## src/design/vigb36_pkg.sv

```systemverilog
// Shared constants, types and character mapping functions for the base-36 Vigenere encryptor.
package vigb36_pkg;

    localparam int unsigned KEY_W      = 60;
    localparam int unsigned SYM_W      = 6;
    localparam int unsigned KEY_SLOTS  = KEY_W / SYM_W;
    localparam int unsigned POS_W      = 4;
    localparam int unsigned LEN_W      = 4;
    localparam int unsigned CHAR_W     = 8;
    localparam int unsigned OUT_CHAR_W = 7;
    localparam int unsigned KEY_MAX_DEF = 10;

    localparam logic [SYM_W-1:0] SYM_MAX     = 6'd35;
    localparam logic [SYM_W:0]   ALPHA_SIZE  = 7'd36;
    localparam logic [SYM_W-1:0] DIGIT_COUNT = 6'd10;

    localparam logic [CHAR_W-1:0] ASCII_ZERO   = 8'd48;
    localparam logic [CHAR_W-1:0] ASCII_NINE   = 8'd57;
    localparam logic [CHAR_W-1:0] ASCII_UPPER_A = 8'd65;
    localparam logic [CHAR_W-1:0] ASCII_UPPER_Z = 8'd90;
    localparam logic [CHAR_W-1:0] ASCII_LOWER_A = 8'd97;
    localparam logic [CHAR_W-1:0] ASCII_LOWER_Z = 8'd122;
    localparam logic [CHAR_W-1:0] LETTER_BIAS  = 8'd55;
    localparam logic [CHAR_W-1:0] CASE_OFFSET  = 8'd32;

    // Configuration register indexes
    localparam logic CFG_KEY_SYMBOLS = 1'b0;
    localparam logic CFG_KEY_LENGTH  = 1'b1;

    typedef struct packed {
        logic             keep;
        logic [SYM_W-1:0] sym;
    } t_sym;

    // ASCII to symbol value; keep is low for anything not alphanumeric.
    function automatic t_sym char_to_sym(input logic [CHAR_W-1:0] c);
        t_sym             r;
        logic [CHAR_W-1:0] u;
        logic [CHAR_W-1:0] d;
        r = '0;
        u = c;
        if (c >= ASCII_LOWER_A && c <= ASCII_LOWER_Z) begin
            u = c - CASE_OFFSET;
        end
        if (u >= ASCII_UPPER_A && u <= ASCII_UPPER_Z) begin
            d      = u - LETTER_BIAS;
            r.keep = 1'b1;
            r.sym  = d[SYM_W-1:0];
        end else if (u >= ASCII_ZERO && u <= ASCII_NINE) begin
            d      = u - ASCII_ZERO;
            r.keep = 1'b1;
            r.sym  = d[SYM_W-1:0];
        end
        return r;
    endfunction

    // Symbol value 0..35 to ASCII digit or upper-case letter.
    function automatic logic [OUT_CHAR_W-1:0] sym_to_char(input logic [SYM_W-1:0] s);
        logic [CHAR_W-1:0] c;
        if (s < DIGIT_COUNT) begin
            c = {2'b00, s} + ASCII_ZERO;
        end else begin
            c = {2'b00, s} + LETTER_BIAS;
        end
        return c[OUT_CHAR_W-1:0];
    endfunction

endpackage

```

## src/design/vigb36_keysel.sv

```systemverilog
// Key position counter and key symbol selection.
module vigb36_keysel #(
    parameter int unsigned KEY_MAX = vigb36_pkg::KEY_MAX_DEF
) (
    input  logic                               i_clk,
    input  logic                               i_rst_n,
    input  logic                               i_step,
    input  logic                               i_restart,
    input  logic                               i_keep,
    input  logic [vigb36_pkg::KEY_W-1:0]       i_key_symbols,
    input  logic [vigb36_pkg::LEN_W-1:0]       i_key_length,
    output logic [vigb36_pkg::SYM_W-1:0]       o_key_sym
);

    localparam logic [vigb36_pkg::LEN_W-1:0] LEN_MAX = vigb36_pkg::LEN_W'(KEY_MAX);

    logic [vigb36_pkg::POS_W-1:0] r_pos;
    logic [vigb36_pkg::POS_W-1:0] n_pos;
    logic [vigb36_pkg::POS_W-1:0] pos_use;
    logic [vigb36_pkg::POS_W-1:0] pos_inc;
    logic [vigb36_pkg::LEN_W-1:0] len_eff;
    logic [vigb36_pkg::SYM_W-1:0] slot [vigb36_pkg::KEY_SLOTS];
    logic [vigb36_pkg::SYM_W-1:0] raw_sym;

    always_comb begin
        for (int i = 0; i < vigb36_pkg::KEY_SLOTS; i++) begin
            slot[i] = i_key_symbols[i*vigb36_pkg::SYM_W +: vigb36_pkg::SYM_W];
        end
    end

    always_comb begin
        len_eff = i_key_length;
        if (len_eff == '0) begin
            len_eff = vigb36_pkg::LEN_W'(1);
        end
        if (len_eff > LEN_MAX) begin
            len_eff = LEN_MAX;
        end
    end

    // Length may have been lowered since the last step: fall back to 0.
    always_comb begin
        pos_use = r_pos;
        if (i_restart || r_pos >= len_eff) begin
            pos_use = '0;
        end
        pos_inc = pos_use + vigb36_pkg::POS_W'(1);
        if (pos_inc >= len_eff) begin
            pos_inc = '0;
        end
        n_pos = i_keep ? pos_inc : pos_use;
    end

    // pos_use is always below len_eff, which never exceeds KEY_MAX (the slot count by default)
    assign raw_sym   = slot[pos_use];
    assign o_key_sym = (raw_sym > vigb36_pkg::SYM_MAX) ? vigb36_pkg::SYM_MAX : raw_sym;

    always_ff @(posedge i_clk) begin
        if (!i_rst_n) begin
            r_pos <= '0;
        end else if (i_step) begin
            r_pos <= n_pos;
        end
    end

endmodule

```

## src/design/vigb36_outreg.sv

```systemverilog
// Modular add and result register on the master side.
module vigb36_outreg (
    input  logic                                i_clk,
    input  logic                                i_rst_n,
    input  logic                                i_load,
    input  logic [vigb36_pkg::SYM_W-1:0]        i_sym,
    input  logic [vigb36_pkg::SYM_W-1:0]        i_key_sym,
    input  logic                                i_ready,
    output logic                                o_valid,
    output logic [vigb36_pkg::OUT_CHAR_W-1:0]   o_char
);

    logic                                r_valid;
    logic [vigb36_pkg::OUT_CHAR_W-1:0]   r_char;
    logic [vigb36_pkg::SYM_W:0]          sum;
    logic [vigb36_pkg::SYM_W:0]          sum_mod;

    // Both operands are at most 35, so one conditional subtract wraps it.
    always_comb begin
        sum     = {1'b0, i_sym} + {1'b0, i_key_sym};
        sum_mod = (sum >= vigb36_pkg::ALPHA_SIZE) ? sum - vigb36_pkg::ALPHA_SIZE : sum;
    end

    always_ff @(posedge i_clk) begin
        if (!i_rst_n) begin
            r_valid <= 1'b0;
        end else if (i_load) begin
            r_valid <= 1'b1;
        end else if (i_ready) begin
            r_valid <= 1'b0;
        end
    end

    always_ff @(posedge i_clk) begin
        if (i_load) begin
            r_char <= vigb36_pkg::sym_to_char(sum_mod[vigb36_pkg::SYM_W-1:0]);
        end
    end

    assign o_valid = r_valid;
    assign o_char  = r_char;

endmodule

```

## src/design/vigenere_encrypt_base36.sv

```systemverilog
// Top level of the streaming base-36 Vigenere encryptor.
//
// Slave stream: one ASCII character per transaction in tdata, tuser set on
// the first character of a message to restart the key at symbol 0.
// Master stream: one ciphertext character ('0'-'9', 'A'-'Z') per kept input.
// Characters that are not letters or digits produce no output transaction.
// A character accepted at one edge shows on the master side after that edge.
// While the receiver is ready, one character per cycle is sustained; the
// single output register is reloaded in the same cycle it is drained. When
// the receiver stalls with a result held, o_s_tready drops until the result
// is taken, so nothing is lost or duplicated. Configuration (key symbols,
// key length) must be written through the plain write port while the stream
// is idle; the block does not enforce this. Reset clears the key to all zero
// symbols, the key length to 1, the key position to 0 and the output valid.
module vigenere_encrypt_base36 #(
    parameter int unsigned KEY_MAX = vigb36_pkg::KEY_MAX_DEF
) (
    input  logic                               i_clk,
    input  logic                               i_rst_n,
    input  logic                               i_s_tvalid,
    output logic                               o_s_tready,
    input  logic [7:0]                         i_s_tdata,   // [7:0] text_char
    input  logic                               i_s_tuser,   // [0] message_start
    output logic                               o_m_tvalid,
    input  logic                               i_m_tready,
    output logic [7:0]                         o_m_tdata,   // [6:0] cipher_char, [7] zero
    input  logic                               i_cfg_we,
    input  logic                               i_cfg_idx,
    input  logic [vigb36_pkg::KEY_W-1:0]       i_cfg_data
);

    logic [vigb36_pkg::KEY_W-1:0]       r_key_symbols;
    logic [vigb36_pkg::LEN_W-1:0]       r_key_length;
    logic                               accept;
    logic                               load;
    vigb36_pkg::t_sym                   in_sym;
    logic [vigb36_pkg::SYM_W-1:0]       key_sym;
    logic [vigb36_pkg::OUT_CHAR_W-1:0]  out_char;

    always_ff @(posedge i_clk) begin
        if (!i_rst_n) begin
            r_key_symbols <= '0;
            r_key_length  <= vigb36_pkg::LEN_W'(1);
        end else if (i_cfg_we) begin
            unique case (i_cfg_idx)
                vigb36_pkg::CFG_KEY_SYMBOLS: r_key_symbols <= i_cfg_data;
                vigb36_pkg::CFG_KEY_LENGTH:
                    r_key_length <= i_cfg_data[vigb36_pkg::LEN_W-1:0];
                default: ;
            endcase
        end
    end

    assign o_s_tready = !o_m_tvalid || i_m_tready;
    assign accept     = i_s_tvalid && o_s_tready;
    assign in_sym     = vigb36_pkg::char_to_sym(i_s_tdata);
    assign load       = accept && in_sym.keep;

    vigb36_keysel #(
        .KEY_MAX (KEY_MAX)
    ) u_keysel (
        .i_clk         (i_clk),
        .i_rst_n       (i_rst_n),
        .i_step        (accept),
        .i_restart     (i_s_tuser),
        .i_keep        (in_sym.keep),
        .i_key_symbols (r_key_symbols),
        .i_key_length  (r_key_length),
        .o_key_sym     (key_sym)
    );

    vigb36_outreg u_outreg (
        .i_clk     (i_clk),
        .i_rst_n   (i_rst_n),
        .i_load    (load),
        .i_sym     (in_sym.sym),
        .i_key_sym (key_sym),
        .i_ready   (i_m_tready),
        .o_valid   (o_m_tvalid),
        .o_char    (out_char)
    );

    assign o_m_tdata = {1'b0, out_char};

endmodule

```

## config.mk

```make
export PLATFORM = sky130hd
export DESIGN_NAME = vigenere_encrypt_base36
export DESIGN_NICKNAME = d
export VERILOG_FILES = /design/src/design/vigb36_pkg.sv /design/src/design/vigb36_keysel.sv /design/src/design/vigb36_outreg.sv /design/src/design/vigenere_encrypt_base36.sv
export SDC_FILE = /design/constraint.sdc
export NUM_CORES = 1
export LEC_CHECK = 0
export ABC_AREA = 1
export BUFFER_PORTS_ARGS = -buffer_cell sky130_fd_sc_hd__buf_2
export CAP_MARGIN = 20
export CELL_PAD_IN_SITES_DETAIL_PLACEMENT = 0
export CELL_PAD_IN_SITES_GLOBAL_PLACEMENT = 1
export CORE_ASPECT_RATIO = 1.1
export CORE_MARGIN = 2
export CORE_UTILIZATION = 30
export CTS_CLUSTER_DIAMETER = 100
export CTS_CLUSTER_SIZE = 30
export DETAILED_ROUTE_END_ITERATION = 6
export GPL_TIMING_DRIVEN = 0
export PLACE_DENSITY_LB_ADDON = 0.1
export RECOVER_POWER = 50
export SYNTH_ARGS = -nofsm -noshare
export SYNTH_HDL_FRONTEND = slang
export SYNTH_SLANG_ARGS = --single-unit
```

## constraint.sdc

```tcl
create_clock -name i_clk -period 6.56 [get_ports i_clk]
set_input_delay 0.656 -clock i_clk [delete_from_list [all_inputs] [get_ports i_clk]]
set_output_delay 0.656 -clock i_clk [all_outputs]
set_load 0.01 [all_outputs]
```

Yosys cells after proc, flatten, opt, wreduce, memory -nomap -nowiden
Cells that the tools add are included.
{ "word_totals": {"wordCells": 56, "mem_bits_ro": 0, "latchBits": 0, "register_bits": 76, "ram_bits": 0, "in_bits": 75, "n_memories": 0, "out_inout_bits": 10} }
{ "op_classes": {"shift": 0, "muxes": 16, "addsub": 8, "bitwise_logic": 2, "eq_ne": 0, "magnitude_cmp": 13, "div": 0, "n_mul": 0, "n_reduce_logical": 12} }
{ "ops": {"columns": ["operator", "n"], "rows": [
  ["$bmux 6 s4", 1],
  ["$mux 6", 4],
  ["$mux 7", 3],
  ["$mux 4", 5],
  ["$sub 6x6->6 const B", 3],
  ["$ge 8x7->1 const B", 2],
  ["$le 8x7->1 const B", 2],
  ["$add 6x6->7 const B", 2],
  ["$ge 4x4->1", 2],
  ["$ge 8x6->1 const B", 1],
  ["$le 8x6->1 const B", 1],
  ["$mux 8", 1],
  ["$sub 8x6->8 const B", 1],
  ["$add 6x6->7", 1],
  ["$ge 7x6->1 const B", 1],
  ["$gt 6x6->1 const B", 1],
  ["$lt 6x4->1 const B", 1],
  ["$ge 5x5->1 const B", 1],
  ["$logic_and 1x1->1", 5],
  ["$not 4->5", 1],
  ["$add 4x1->4 const B", 1],
  ["$gt 4x4->1 const B", 1],
  ["$logic_not 4->1", 1],
  ["$reduce_and 2->1", 2],
  ["5 further kinds", 7]
]} }

Logic depth before layout (Yosys ltp)
Gate-level depths: netlist (run 1).
{ "depth": {"ltp_word": 18, "mapped_depth": 42, "depth_no_buf": 42} }

Hierarchy
A second synthesis (run 1) with hierarchy kept.
{ "unflattened": {"cells_unflattened": 711, "hier_area_um2": 4976.0} }
{ "modules_own_cells": {"columns": ["mod", "seq_area_each_um2", "n_inst", "area_each_um2", "cells_each"], "rows": [
  ["vigenere_encrypt_base36", 1281.2, 1, 2742.6, 370],
  ["vigb36_keysel", 80.1, 1, 1207.4, 216],
  ["vigb36_outreg", 230.2, 1, 1026.0, 125]
]} }

Least setup slack after synthesis (run 1)
Ideal clock, no wire load.
{ "synth_path": {"path_type": "flip-flop to flip-flop", "from": "register u_keysel.r_pos[0] (netlist bit)", "to": "register u_outreg.r_char, in the netlist u_outreg.o_char[6], data pin", "setup_slack_ns": 1.529, "t_required_ns": 6.301, "synth_period_minus_slack_ns": 5.031, "path_stages_with_launch": 40, "setup_ns": 0.259, "t_arrival_ns": 4.773, "n_path_buf": 3, "path_cell_list": "dfxtp_1 > clkbuf_1 > clkbuf_1 > inv_1 > ha_1 > inv_1 > nand3_1 > nand2_1 > inv_1 > nand2_1 > nand2_1 > nand2_1 > buf_2 > nand2_1 > inv_1 > nand2_2 > inv_1 > nand2_1 > [... 4 more ...] > ha_1 > fa_1 > nand3_1 > nand3_1 > xnor2_1 > nand2_1 > nor2_4 > nand2_2 > nand2_4 > nand2_4 > nand2_1 > nand2_1 > nand2_1 > inv_1 > ha_1 > nand3_4 > nand2_1 > o21bai_1"} }
{ "synth_via": {"elab_chain_cells": 14, "elab_cells_between_ends": 17, "classes_between": "add/sub (4); order compare (4); mux (7); bitwise (1); reduce/logical (1)"} }
{ "synth_rtl": {"columns": ["item", "line", "text"], "rows": [
  ["start: declaration", "vigb36_keysel.sv:17", "logic [vigb36_pkg::POS_W-1:0] r_pos;"],
  ["start signal: assignment", "vigb36_keysel.sv:62", "r_pos <= n_pos;"],
  ["$ge 4x4->1", "vigb36_keysel.sv:44", "if (i_restart || r_pos >= len_eff) begin"],
  ["$logic_or 1x1->1", "vigb36_keysel.sv:44", null],
  ["$mux 4 (*)", "vigb36_keysel.sv:44", null],
  ["$not 4->5 (not written as such) (*)", "vigb36_keysel.sv:55", "assign raw_sym = slot[pos_use];"],
  ["$bmux 6 s4 (*)", "vigb36_keysel.sv:55", null],
  ["$mux 6 (not written as such) (*) (2 in series)", "vigb36_keysel.sv:55", null],
  ["$gt 6x6->1", "vigb36_keysel.sv:56", "assign o_key_sym = (raw_sym > vigb36_pkg::SYM_MAX) ? vigb36_pkg::SYM_MAX : raw_sym;"],
  ["$mux 6 (*)", "vigb36_keysel.sv:56", null],
  ["$add 6x6->7 (*)", "vigb36_outreg.sv:20", "sum = {1'b0, i_sym} + {1'b0, i_key_sym};"],
  ["$sub 6x6->6 / $ge 7x6->1 (equally long branches)", "vigb36_outreg.sv:21", "sum_mod = (sum >= vigb36_pkg::ALPHA_SIZE) ? sum - vigb36_pkg::ALPHA_SIZE : sum;"],
  ["$mux 6 (*)", "vigb36_outreg.sv:21", null],
  ["$add 6x6->7 (tied with other cells)", "vigb36_pkg.sv:63", "c = {2'b00, s} + LETTER_BIAS;"],
  ["$mux 7 (*)", "vigb36_pkg.sv:60", "if (s < DIGIT_COUNT) begin"],
  ["end signal: assignment", "vigb36_outreg.sv:36", "r_char <= vigb36_pkg::sym_to_char(sum_mod[vigb36_pkg::SYM_W-1:0]);"],
  ["end: declaration", "vigb36_outreg.sv:14", "logic [vigb36_pkg::OUT_CHAR_W-1:0] r_char;"]
]} }
Mark *: on every way between the ends. The rest lies on a longest branch, timed or not. The select of a mux whose other input is x is not followed.
A chain may end at the register's enable or synchronous reset.

Worst setup path in the final report (run 1)
{ "layout_path": {"from": "register u_keysel.r_pos[0] (netlist bit)", "to": "register u_outreg.r_char, in the netlist u_outreg.o_char[2], data pin"} }
Same word-level chain as after synthesis.

==> flow_summary_export.csv, run 1 <==
group,metric,value,unit
final_layout,diodes,0,
floorplan,ios,85,
place,gp_congestion,0.824,
worst_setup_path,cp.arrival,5950,ps
synth,ys_ff_latch,76,
final_layout,area_growth,20.0,%
timing,max_slew.worst_pin.slew,761,ps
worst_setup_path,cpMostUsedCell,"nand2_1",
place,io_buffers,82,
worst_setup_path,end_kind,"flip-flop",
global_routing,grt_first_pass_wirelength,22100,microns
place,dp_cells,946,
global_routing,grt_pass1_vias,4434,
timing,final_hold_viol_count,0,
timing,fin_tns_setup,0,ps
synth,avgSynthCellArea,6.79,sq um
timing,fmaxAchievable,171,MHz
timing,rsz0062_at_grt,"false",
final_layout,drive_above_1_share,15.4,%
synth,synthAdderAreaFrac,7.61,%
worst_setup_path,cp.required,6650,ps
drt,highest_layer,"met4",
final_layout,layout_commonest_cell,"nand2_1",
clock_tree,hold_buffers,0,
clock_tree,cts_max_level,3,
timing,drv_slew,0,
final_layout,layout_common_cells,"nand2_1 (125), nor2_1 (123), o21ai_0 (88), buf_2 (77), dfxtp_1 (69)",
power_and_ir_drop,powerDensity,247,nW/um^2
place,hpwl,10600,microns
synth,ys.flop_type,"dfxtp_1",
synth,synthXorXnorAreaFrac,1.38,%
final_layout,instances_no_fill,960,
flow_run,cap_violations,0,
final_layout,num-fill-cells,1693,
drt,wl_met2,6840,microns
global_routing,grt_max_degree,14,
drt,routed_wl,13600,microns
global_routing,antenna_found_initial,0,
worst_setup_path,cpPeakStageDelay,510,ps
power_and_ir_drop,leakage,2.58,nW
worst_setup_path,worst_path_max_delay_cell,"dfxtp_1",
synth,synth.yosys.seq_area_share,35.1,%
synth,muxShareOfSynthArea,0,%
synth,async_reset_ff_share,0,%
outcome,status,"finished clean",
drt,drt_iter0_drc,280,
synth,syn_inst,668,
synth,ys.warnings.count,0,
synth,synth-simple-area-share,32.5,%
drt,wl_met1,6140,microns
synth,synth_top_family_by_area,"simple AND/OR/NAND/NOR gates",
power_and_ir_drop,ir_drop,0.0901,mV
timing,min_period,5850,ps
synth,synth_compound_area_share,15.6,%
floorplan,die_x,121,microns
floorplan,die-area,16100,sq um
drt,drc,0,
synth,synth_nets,770,
clock_tree,insertion_delay,340,ps
timing,finalCritPeriodShare,89.3,%
clock_tree,clock-sinks,76,
timing,finalSetupViolations,0,
worst_setup_path,path_max_fanout,10,
floorplan,initial_utilization,30.4,%
drt,vias,4489,
timing,whs,465,ps
worst_setup_path,start_kind,"flip-flop",
floorplan,fp.dieH,133,microns
worst_setup_path,crit_type,"reg2reg",
drt,via_per_inst,4.68,
drt,first_pass_iters,5,
global_routing,grt_overflow,0,
drt,met3WireLength,451,microns
clock_tree,cts_tree,"yes",
floorplan,core_area,14900,sq um
timing,relSlewSlack,49.1,%
synth,synth-edff-count,7,
clock_tree,numCtsBuffers,9,
clock_tree,clock_path_buffers,2,
synth,synth_cell_type_count,40,
final_layout,final_net_count,862,
hold_path,hold_path_class,"reg2reg",
clock_tree,cts_root_buffer,"clkbuf_16",
timing,finalClockSkew,2.70,ps
global_routing,track_usage,17.6,%
drt,ant_nets,0,
clock_tree,clkTransAtPathRegs,60,ps
floorplan,rows,47,
synth,syn_area,4540,sq um
drt,wl_per_cell,14.1,microns
==> layer usage <==
layer	vias up	GRT usage (%)
met5	-	0
met4	0	4.60
met3	11	3.06
met2	72	31.4
met1	2032	21.7
li1	2374	-
==> sequential cells by signal, indices dropped and copies added, names as in the netlist <==
| signal | count |
|---|---|
| u_outreg.o_valid | 1 |
| r_key_symbols | 60 |
| u_keysel.r_pos | 4 |
| r_key_length | 4 |
| u_outreg.o_char | 7 |
==> through the flow <==
stage | utilization, % | instance area [sq um] | setup slack (ps) | total power, mW
4_1_cts | 36.5 | 5460 | 186 | 1.36
3_3_place_gp | 34.8 | 5190 | 243 | 0.898
5_1_grt | 36.5 | 5450 | 53.2 | 1.43
6_report | 36.5 | 5450 | 705 | 1.34
3_5_place_dp | 34.8 | 5190 | 206 | 0.905
2_1_floorplan | - | 4540 | 1530 | 0.801
==> synth_stat cells (4+ instances only) <==
cell | count | area share (%)
dfxtp_1 | 69 | 30
nand3_1 | 47 | 5.2
nand4_1 | 17 | 2.3
inv_1 | 58 | 4.8
ha_1 | 26 | 7.2
clkbuf_1 | 22 | 1.8
nor2_1 | 123 | 10
nand2_1 | 125 | 10
nand2_2 | 5 | 0.69
or2_2 | 4 | 0.55
a21oi_1 | 32 | 3.5
o21ai_0 | 88 | 9.7
buf_2 | 5 | 0.55
o211ai_1 | 4 | 0.66
edfxtp_1 | 7 | 4.6
==> report_power, final <==
group | total [mW] | internal, mW | switching [mW]
sequential | 0.528 | 0.510 | 0.0171
combinational | 0.364 | 0.132 | 0.232
clock | 0.453 | 0.254 | 0.199
==> critical path, delay by kind of cell (launching register included) <==
kind / cells / cell delay, ps
buffers and inverters: 6 / 860
and+or+nand+nor: 26 / 2480
AOI/OAI and AO/OA: 2 / 310
DFF: 1 / 510
adders and majority gates: 4 / 1150
xor gates and xnor gates: 1 / 280
==> what timing repair did <==
item	in CTS	in global routing
resized for setup	0	6
setup endpoints to repair	0	7
hold endpoints to repair	0	0
setup buffers	0	0
==> logic make-up (layout without fill, tap and decap cells) <==
| group | after synthesis | count (layout) |
|---|---|---|
| AO/OA/AOI/OAI | 133 | 133 |
| other | 1 | 1 |
| flip-flops | 76 | 76 |
| buffers and inverters | 91 | 187 |
| XOR/XNOR | 5 | 5 |
| adder cells (fa/ha/maj) | 27 | 27 |
| AND/OR/NAND/NOR | 335 | 335 |
==> final timing paths <==
path | from | cells past startpoint | to | slack (ps)
setup / recovery | u_keysel.r_pos[0] | 39 | u_outreg.o_char[2] | 710
hold / removal | r_key_symbols[0] | 2 | r_key_symbols[0] | 460
setup reg to reg | u_keysel.r_pos[0] | 39 | u_outreg.o_char[2] | 710
hold reg to reg | r_key_symbols[0] | 2 | r_key_symbols[0] | 460
==> area by class of cell <==
type | instances | area (sq um) | area share [%]
buffer | 28 | 120 | 2.20
clock inverter | 6 | 40.0 | 0.735
clock buffer | 9 | 225 | 4.13
multi-input combinational | 501 | 2590 | 47.6
timing repair buffer | 82 | 398 | 7.30
sequential | 76 | 1590 | 29.2
inverter | 62 | 233 | 4.27
tap | 196 | 245 | 4.50
(Power assumes the default switching activity.)
==> run 2, diff against run 1 <==
Settings changed: ABC_AREA 1 to default.
==> flow_summary_export.csv, run 2 <==
group,metric,value,unit
floorplan,ios,85,
clock_tree,clock-sinks,76,
worst_setup_path,end_kind,"flip-flop",
final_layout,layout_common_cells,"nand2_1 (152), buf_2 (72), dfxtp_1 (68), a21boi_0 (64), clkbuf_1 (38)",
synth,syn_area,4730,sq um
final_layout,layout_commonest_cell,"nand2_1",
synth,async_reset_ff_share,0,%
timing,min_period,6270,ps
final_layout,drive_above_1_share,18.1,%
timing,fmaxAchievable,159,MHz
worst_setup_path,crit_type,"reg2reg",
clock_tree,cts_root_buffer,"clkbuf_16",
floorplan,initial_utilization,30.4,%
clock_tree,cts_max_level,3,
place,preCtsSetupSlack,-1300,ps
flow_run,cap_violations,0,
synth,ys.warnings.count,0,
global_routing,grt_max_degree,29,
drt,first_pass_iters,4,
place,io_buffers,80,
synth,synth_largest_area_cell,"dfxtp_1",
floorplan,die-area,16800,sq um
timing,fin_tns_setup,0,ps
timing,finalWorstSetupSlack,290,ps
final_layout,final_net_count,776,
worst_setup_path,cp.arrival,6340,ps
synth,yosys.area.top_type_share,29.2,%
drt,routed_wl,13500,microns
floorplan,rows,48,
clock_tree,numCtsBuffers,9,
worst_setup_path,cp.required,6630,ps
drt,vias,4352,
floorplan,fp.dieH,136,microns
global_routing,grt_overflow,0,
timing,finalCritPeriodShare,95.6,%
place,hpwl,10700,microns
power_and_ir_drop,ir_drop,0.0975,mV
final_layout,largest_register,"r_key_symbols",
drt,drc,0,
worst_setup_path,cpPeakStageDelay,430,ps
synth,syn_inst,581,
outcome,status,"finished clean",
power_and_ir_drop,leakage,2.27,nW
worst_setup_path,path_max_fanout,8,
final_layout,largest_register_ffs,60,
worst_setup_path,worst_path_max_delay_cell,"o32a_1",
clock_tree,clock_path_buffers,2,
place,place_area,5380,sq um
drt,drt_iter0_drc,231,
global_routing,antenna_found_initial,0,
floorplan,die_x,124,microns
drt,wl_per_cell,15.3,microns
worst_setup_path,r2r-start,"r_key_length[3]",
synth,synth.most_common_cell,"nand2_1",
hold_path,hold_start,"r_key_symbols[31]",
synth,yosys-top-cells-count,"nand2_1 (152), dfxtp_1 (69), a21boi_0 (64)",
final_layout,diodes,0,
drt,via_per_inst,4.95,
worst_setup_path,setup.worst_path.start,"r_key_length[3]",
floorplan,core_area,15600,sq um
synth,ys.flop_type,"dfxtp_1",
global_routing,grt_first_pass_wirelength,21700,microns
hold_path,hold_path_class,"reg2reg",
final_layout,instances_no_fill,879,
worst_setup_path,start_kind,"flip-flop",
clock_tree,hold_buffers,0,
clock_tree,insertion_delay,340,ps
synth,synth_cell_type_count,71,
clock_tree,cts_tree,"yes",
synth,synth_nets,683,
power_and_ir_drop,powerDensity,230,nW/um^2
drt,ant_nets,0,
synth,ys_ff_latch,76,
place,gp_congestion,0.824,
final_layout,area_growth,24.0,%
clock_tree,clkTransAtPathRegs,60,ps
synth,synth-edff-count,7,
global_routing,grt_pass1_vias,4393,
timing,relSlewSlack,39.7,%
synth,avgSynthCellArea,8.13,sq um
place,dp_cells,861,
timing,final_hold_viol_count,0,
final_layout,final_cell_area,5860,sq um
timing,max_slew.worst_pin.slew,881,ps
timing,finalClockSkew,5.06,ps
timing,drv_slew,0,
synth,synth.yosys.seq_area_share,33.7,%
synth,netlist_top_cells_area,"dfxtp_1 (29%), nand2_1 (12%), a21boi_0 (10%)",
global_routing,track_usage,16.8,%
timing,finalSetupViolations,0,
final_layout,utilization,37.7,%
run 2: cell type report:
type / count / area (sq um)
Buffer: 34 / 169
Clock buffer: 10 / 229
Clock inverter: 6 / 95.1
Fill cell: 1704 / 9690
Inverter: 18 / 67.6
Multi-Input combinational cell: 450 / 3030
Sequential cell: 76 / 1590
Tap cell: 200 / 250
Timing Repair Buffer: 85 / 425
run 2: per-layer routing:
metal  share of wire, %  GRT usage (%)  vias to the layer above
li1                   -              -                     2242
met4                1.7           5.30                        0
met3                3.4           2.69                       15
met2                 50           29.3                       83
met1                 45           21.0                     2012
met5                  0              0                        -
run 2: path summary, 6_finish.rpt:
path	cells past startpoint	end	slack [ps]
max	26	u_outreg.o_char[2]	290
min	2	r_key_symbols[31]	460
max reg2reg	26	u_outreg.o_char[2]	290
min reg2reg	2	r_key_symbols[31]	460
run 2: cells by family (layout without fill, tap and decap cells):
kind of cell | count (synthesis) | after routing | share of synthesized area (%)
xor+xnor | 8 | 8 | 1.48
fa+ha+maj | 30 | 30 | 7.94
other cells | 1 | 1 | 0.0794
buf+inv | 55 | 153 | 4.84
mux | 22 | 22 | 5.75
compound gates | 161 | 161 | 24.6
simple gates | 228 | 228 | 21.6
flops | 76 | 76 | 33.7
run 2: through the flow:
step	hold slack, ps	total power [mW]
2_1_floorplan	440	0.708
3_5_place_dp	456	0.795
4_1_cts	464	1.35
3_3_place_gp	451	0.790
6_report	462	1.35
5_1_grt	482	1.42
run 2: power by group:
group          internal (mW)  switching [mW]  total, mW  leakage (nW)
sequential             0.498          0.0128      0.511         0.629
combinational          0.125           0.165      0.290          1.48
clock                  0.338           0.211      0.549         0.160
run 2: critical path, delay by kind of cell, from the launching register on:
family          cells  cell delay, ps
compound gates     10            2380
xor+xnor            2             340
fa+ha+maj           7            2110
buf+inv             4             410
flops               1             350
mux                 1              90
simple gates        2             300
run 2: timing repair:
item | in CTS | in global routing
endpoints found under the setup margin | 7 | 7
gates resized for setup | 12 | 18
pin swaps | 0 | 6
setup buffers | 0 | 5
==> run 3, diff against run 2 <==
Settings changed: BUFFER_PORTS_ARGS -buffer_cell sky130_fd_sc_hd__buf_2 to default, DONT_BUFFER_PORTS from default to 1, HOLD_SLACK_MARGIN from default to 0.05, SYNTH_HIERARCHICAL from default to 1.
==> flow_summary_export.csv, run 3 <==
group,metric,value,unit
outcome,status,"finished clean",
global_routing,grt_first_pass_wirelength,22200,microns
synth,avgSynthCellArea,8.39,sq um
synth,netlist_top_cells_area,"dfxtp_1 (28%), nand2_1 (11%), a21boi_0 (9.8%)",
global_routing,antenna_found_initial,0,
timing,min_period,6030,ps
power_and_ir_drop,powerDensity,230,nW/um^2
worst_setup_path,end_kind,"flip-flop",
final_layout,drive_above_1_share,10.3,%
place,place_area,5140,sq um
final_layout,final_net_count,697,
timing,finalCritPeriodShare,91.9,%
global_routing,grt_max_degree,15,
synth,syn_inst,583,
timing,final_hold_viol_count,0,
synth,async_reset_ff_share,0,%
final_layout,area_growth,11.9,%
worst_setup_path,crit_type,"reg2reg",
power_and_ir_drop,total_power,1.26,mW
drt,routed_wl,14000,microns
worst_setup_path,r2r-start,"u_keysel/r_pos[0]",
floorplan,die-area,17300,sq um
clock_tree,postCtsSetupBuffers,0,
floorplan,ios,85,
timing,finalClockSkew,6.99,ps
worst_setup_path,cp.arrival,6120,ps
power_and_ir_drop,p_int,0.905,mW
drt,via_per_inst,5.15,
drt,highest_layer,"met4",
final_layout,layout_commonest_cell,"nand2_1",
power_and_ir_drop,swShare,28.2,%
clock_tree,cts_max_level,3,
drt,drt_iter0_drc,161,
place,hpwl,11000,microns
power_and_ir_drop,clockPowerShare,40.8,%
final_layout,multi_input_area,3080,sq um
place,io_buffers,0,
drt,drc,0,
timing,drv_slew,0,
synth,synth_cell_type_count,81,
hold_path,hold_path_class,"in2reg",
worst_setup_path,reg2regPathDepth,26,
drt,wl_per_cell,17.5,microns
final_layout,diodes,0,
power_and_ir_drop,combPwrFrac,18.9,%
synth,synth_nets,685,
drt,vias,4121,
clock_tree,clock_path_buffers,2,
timing,finalSetupViolations,0,
drt,first_pass_iters,4,
timing,fin_tns_setup,0,ps
floorplan,core_area,15800,sq um
worst_setup_path,reg2reg_to,"u_outreg/o_char[2]",
clock_tree,cts_root_buffer,"clkbuf_16",
clock_tree,insertion_delay,340,ps
synth,ys.warnings.count,6,
clock_tree,cts_tree,"yes",
final_layout,num-fill-cells,1704,
clock_tree,numCtsBuffers,9,
synth,synth.yosys.seq_area_share,32.5,%
power_and_ir_drop,ir_drop,0.103,mV
hold_path,hold_start,"i_rst_n",
power_and_ir_drop,p_seq_share,40.3,%
floorplan,initial_utilization,31.0,%
synth,synth-edff-count,7,
place,gp_congestion,0.808,
final_layout,layout_common_cells,"nand2_1 (143), dfxtp_1 (69), a21boi_0 (64), clkbuf_1 (25), ha_1 (25)",
floorplan,die_x,126,microns
drt,ant_nets,0,
timing,rsz0062_at_grt,"false",
worst_setup_path,path_max_fanout,10,
synth,synth_largest_area_cell,"dfxtp_1",
clock_tree,clock-sinks,76,
drt,wl_met2,7240,microns
floorplan,fp.dieH,138,microns
hold_path,hold_path_end,"u_outreg/o_valid",
power_and_ir_drop,leakage,1.98,nW
timing,relSlewSlack,51.0,%
synth,ys.flop_type,"dfxtp_1",
drt,met3WireLength,415,microns
clock_tree,clkTransAtPathRegs,60,ps
drt,wl_met1,6100,microns
worst_setup_path,cp.required,6650,ps
final_layout,ff_latch_area,1590,sq um
synth,yosys.area.top_type_share,28.2,%
floorplan,rows,48,
worst_setup_path,start_kind,"flip-flop",
flow_run,cap_violations,0,
synth,yosys-top-cells-count,"nand2_1 (143), dfxtp_1 (69), a21boi_0 (64)",
hold_path,hold_depth,1,
global_routing,track_usage,16.6,%
global_routing,grt_overflow,0,
synth,synth.most_common_cell,"nand2_1",
timing,fmaxAchievable,166,MHz
global_routing,grt_pass1_vias,4226,
timing,max_slew.worst_pin.slew,730,ps
final_layout,largest_register,"r_key_symbols",
worst_setup_path,r2r_slack,530,ps
synth,syn_area,4890,sq um
synth,ys_ff_latch,76,
final_layout,largest_register_ffs,60,
power_and_ir_drop,switchingPower,0.355,mW
final_layout,final_cell_area,5470,sq um
-- run 3: how the worst max path moves through the flow --
stage	from	endpoint	slack [ps]	depth (start not counted)
2_1_floorplan	i_s_tdata[1]	u_outreg/o_char[2]	1170	25
3_3_place_gp	u_keysel/r_pos[0]	u_outreg/o_char[2]	140	26
3_5_place_dp	u_keysel/r_pos[0]	u_outreg/o_char[2]	100	26
4_1_cts	u_keysel/r_pos[0]	u_outreg/o_char[2]	70	26
5_1_grt	u_keysel/r_pos[0]	u_outreg/o_char[2]	60	26
6_report	u_keysel/r_pos[0]	u_outreg/o_char[2]	530	26
-- run 3: layout make-up --
class	instances	area share (%)
multi-input cells	455	56.3
flip-flops and latches	76	29.1
well taps	200	4.57
clock buffers	10	4.37
plain buffers	35	3.16
clock inverters	6	1.28
inverters	17	1.17
repair buffers	1	0.0915
-- run 3: worst max-delay path, cell delays in order, from the launching register on --
cell	delay, ps
dfxtp_1	310
buf_4	230
buf_2	300
clkbuf_4	300
inv_1	90
ha_1	290
nor3b_1	290
o21a_1	260
clkbuf_2	290
o21ai_0	140
a31o_2	320
o41ai_2	80
o211ai_1	220
ha_1	320
a211o_1	330
nand2_1	120
and2_1	190
inv_1	80
ha_1	180
and2_0	150
a21o_1	150
o22a_1	200
a22oi_2	240
ha_2	310
and2_1	150
a221o_1	140
o31ai_1	60
-- run 3: what timing repair did --
action,CTS,global route
resized for setup,0,8
hold buffers,0,0
endpoints found under the setup margin,0,7
-- run 3: cells by family (layout without fill, tap and decap cells) --
logic type      after synthesis  count (layout)  share of synthesized area [%]
simple gates                224             224                           21.0
compound gates              177             177                           27.8
flops                        76              76                           32.5
buf+inv                      52              69                           4.73
fa+ha+maj                    28              28                           7.27
mux                          20              20                           5.58
xor+xnor                      5               5                           1.05
other cells                   1               1                         0.0767
-- run 3: through the flow --
stage | util (%) | setup slack [ps] | std cells | hold WS, ps
4_1_cts | 34.5 | 70.1 | 800 | 426
6_report | 34.6 | 530 | 800 | 441
5_1_grt | 34.6 | 63.9 | 800 | 443
3_3_place_gp | 32.5 | 140 | 783 | 449
2_1_floorplan | - | 1170 | 583 | 439
3_5_place_dp | 32.6 | 103 | 784 | 454
-- run 3: layer usage --
layer / up-vias / global-route usage [%]
li1: 2098 / -
met3: 13 / 2.55
met1: 1934 / 19.1
met4: 0 / 6.48
met5: - / 0
met2: 76 / 31.0
-- run 3: power groups by stage --
stage	registers [mW]	logic, mW	clock network, mW
after floorplan	0.513	0.187	0
after global placement	0.518	0.232	0
after detailed placement	0.518	0.237	0
after CTS	0.508	0.238	0.531
after global routing	0.510	0.269	0.550
final	0.507	0.238	0.515
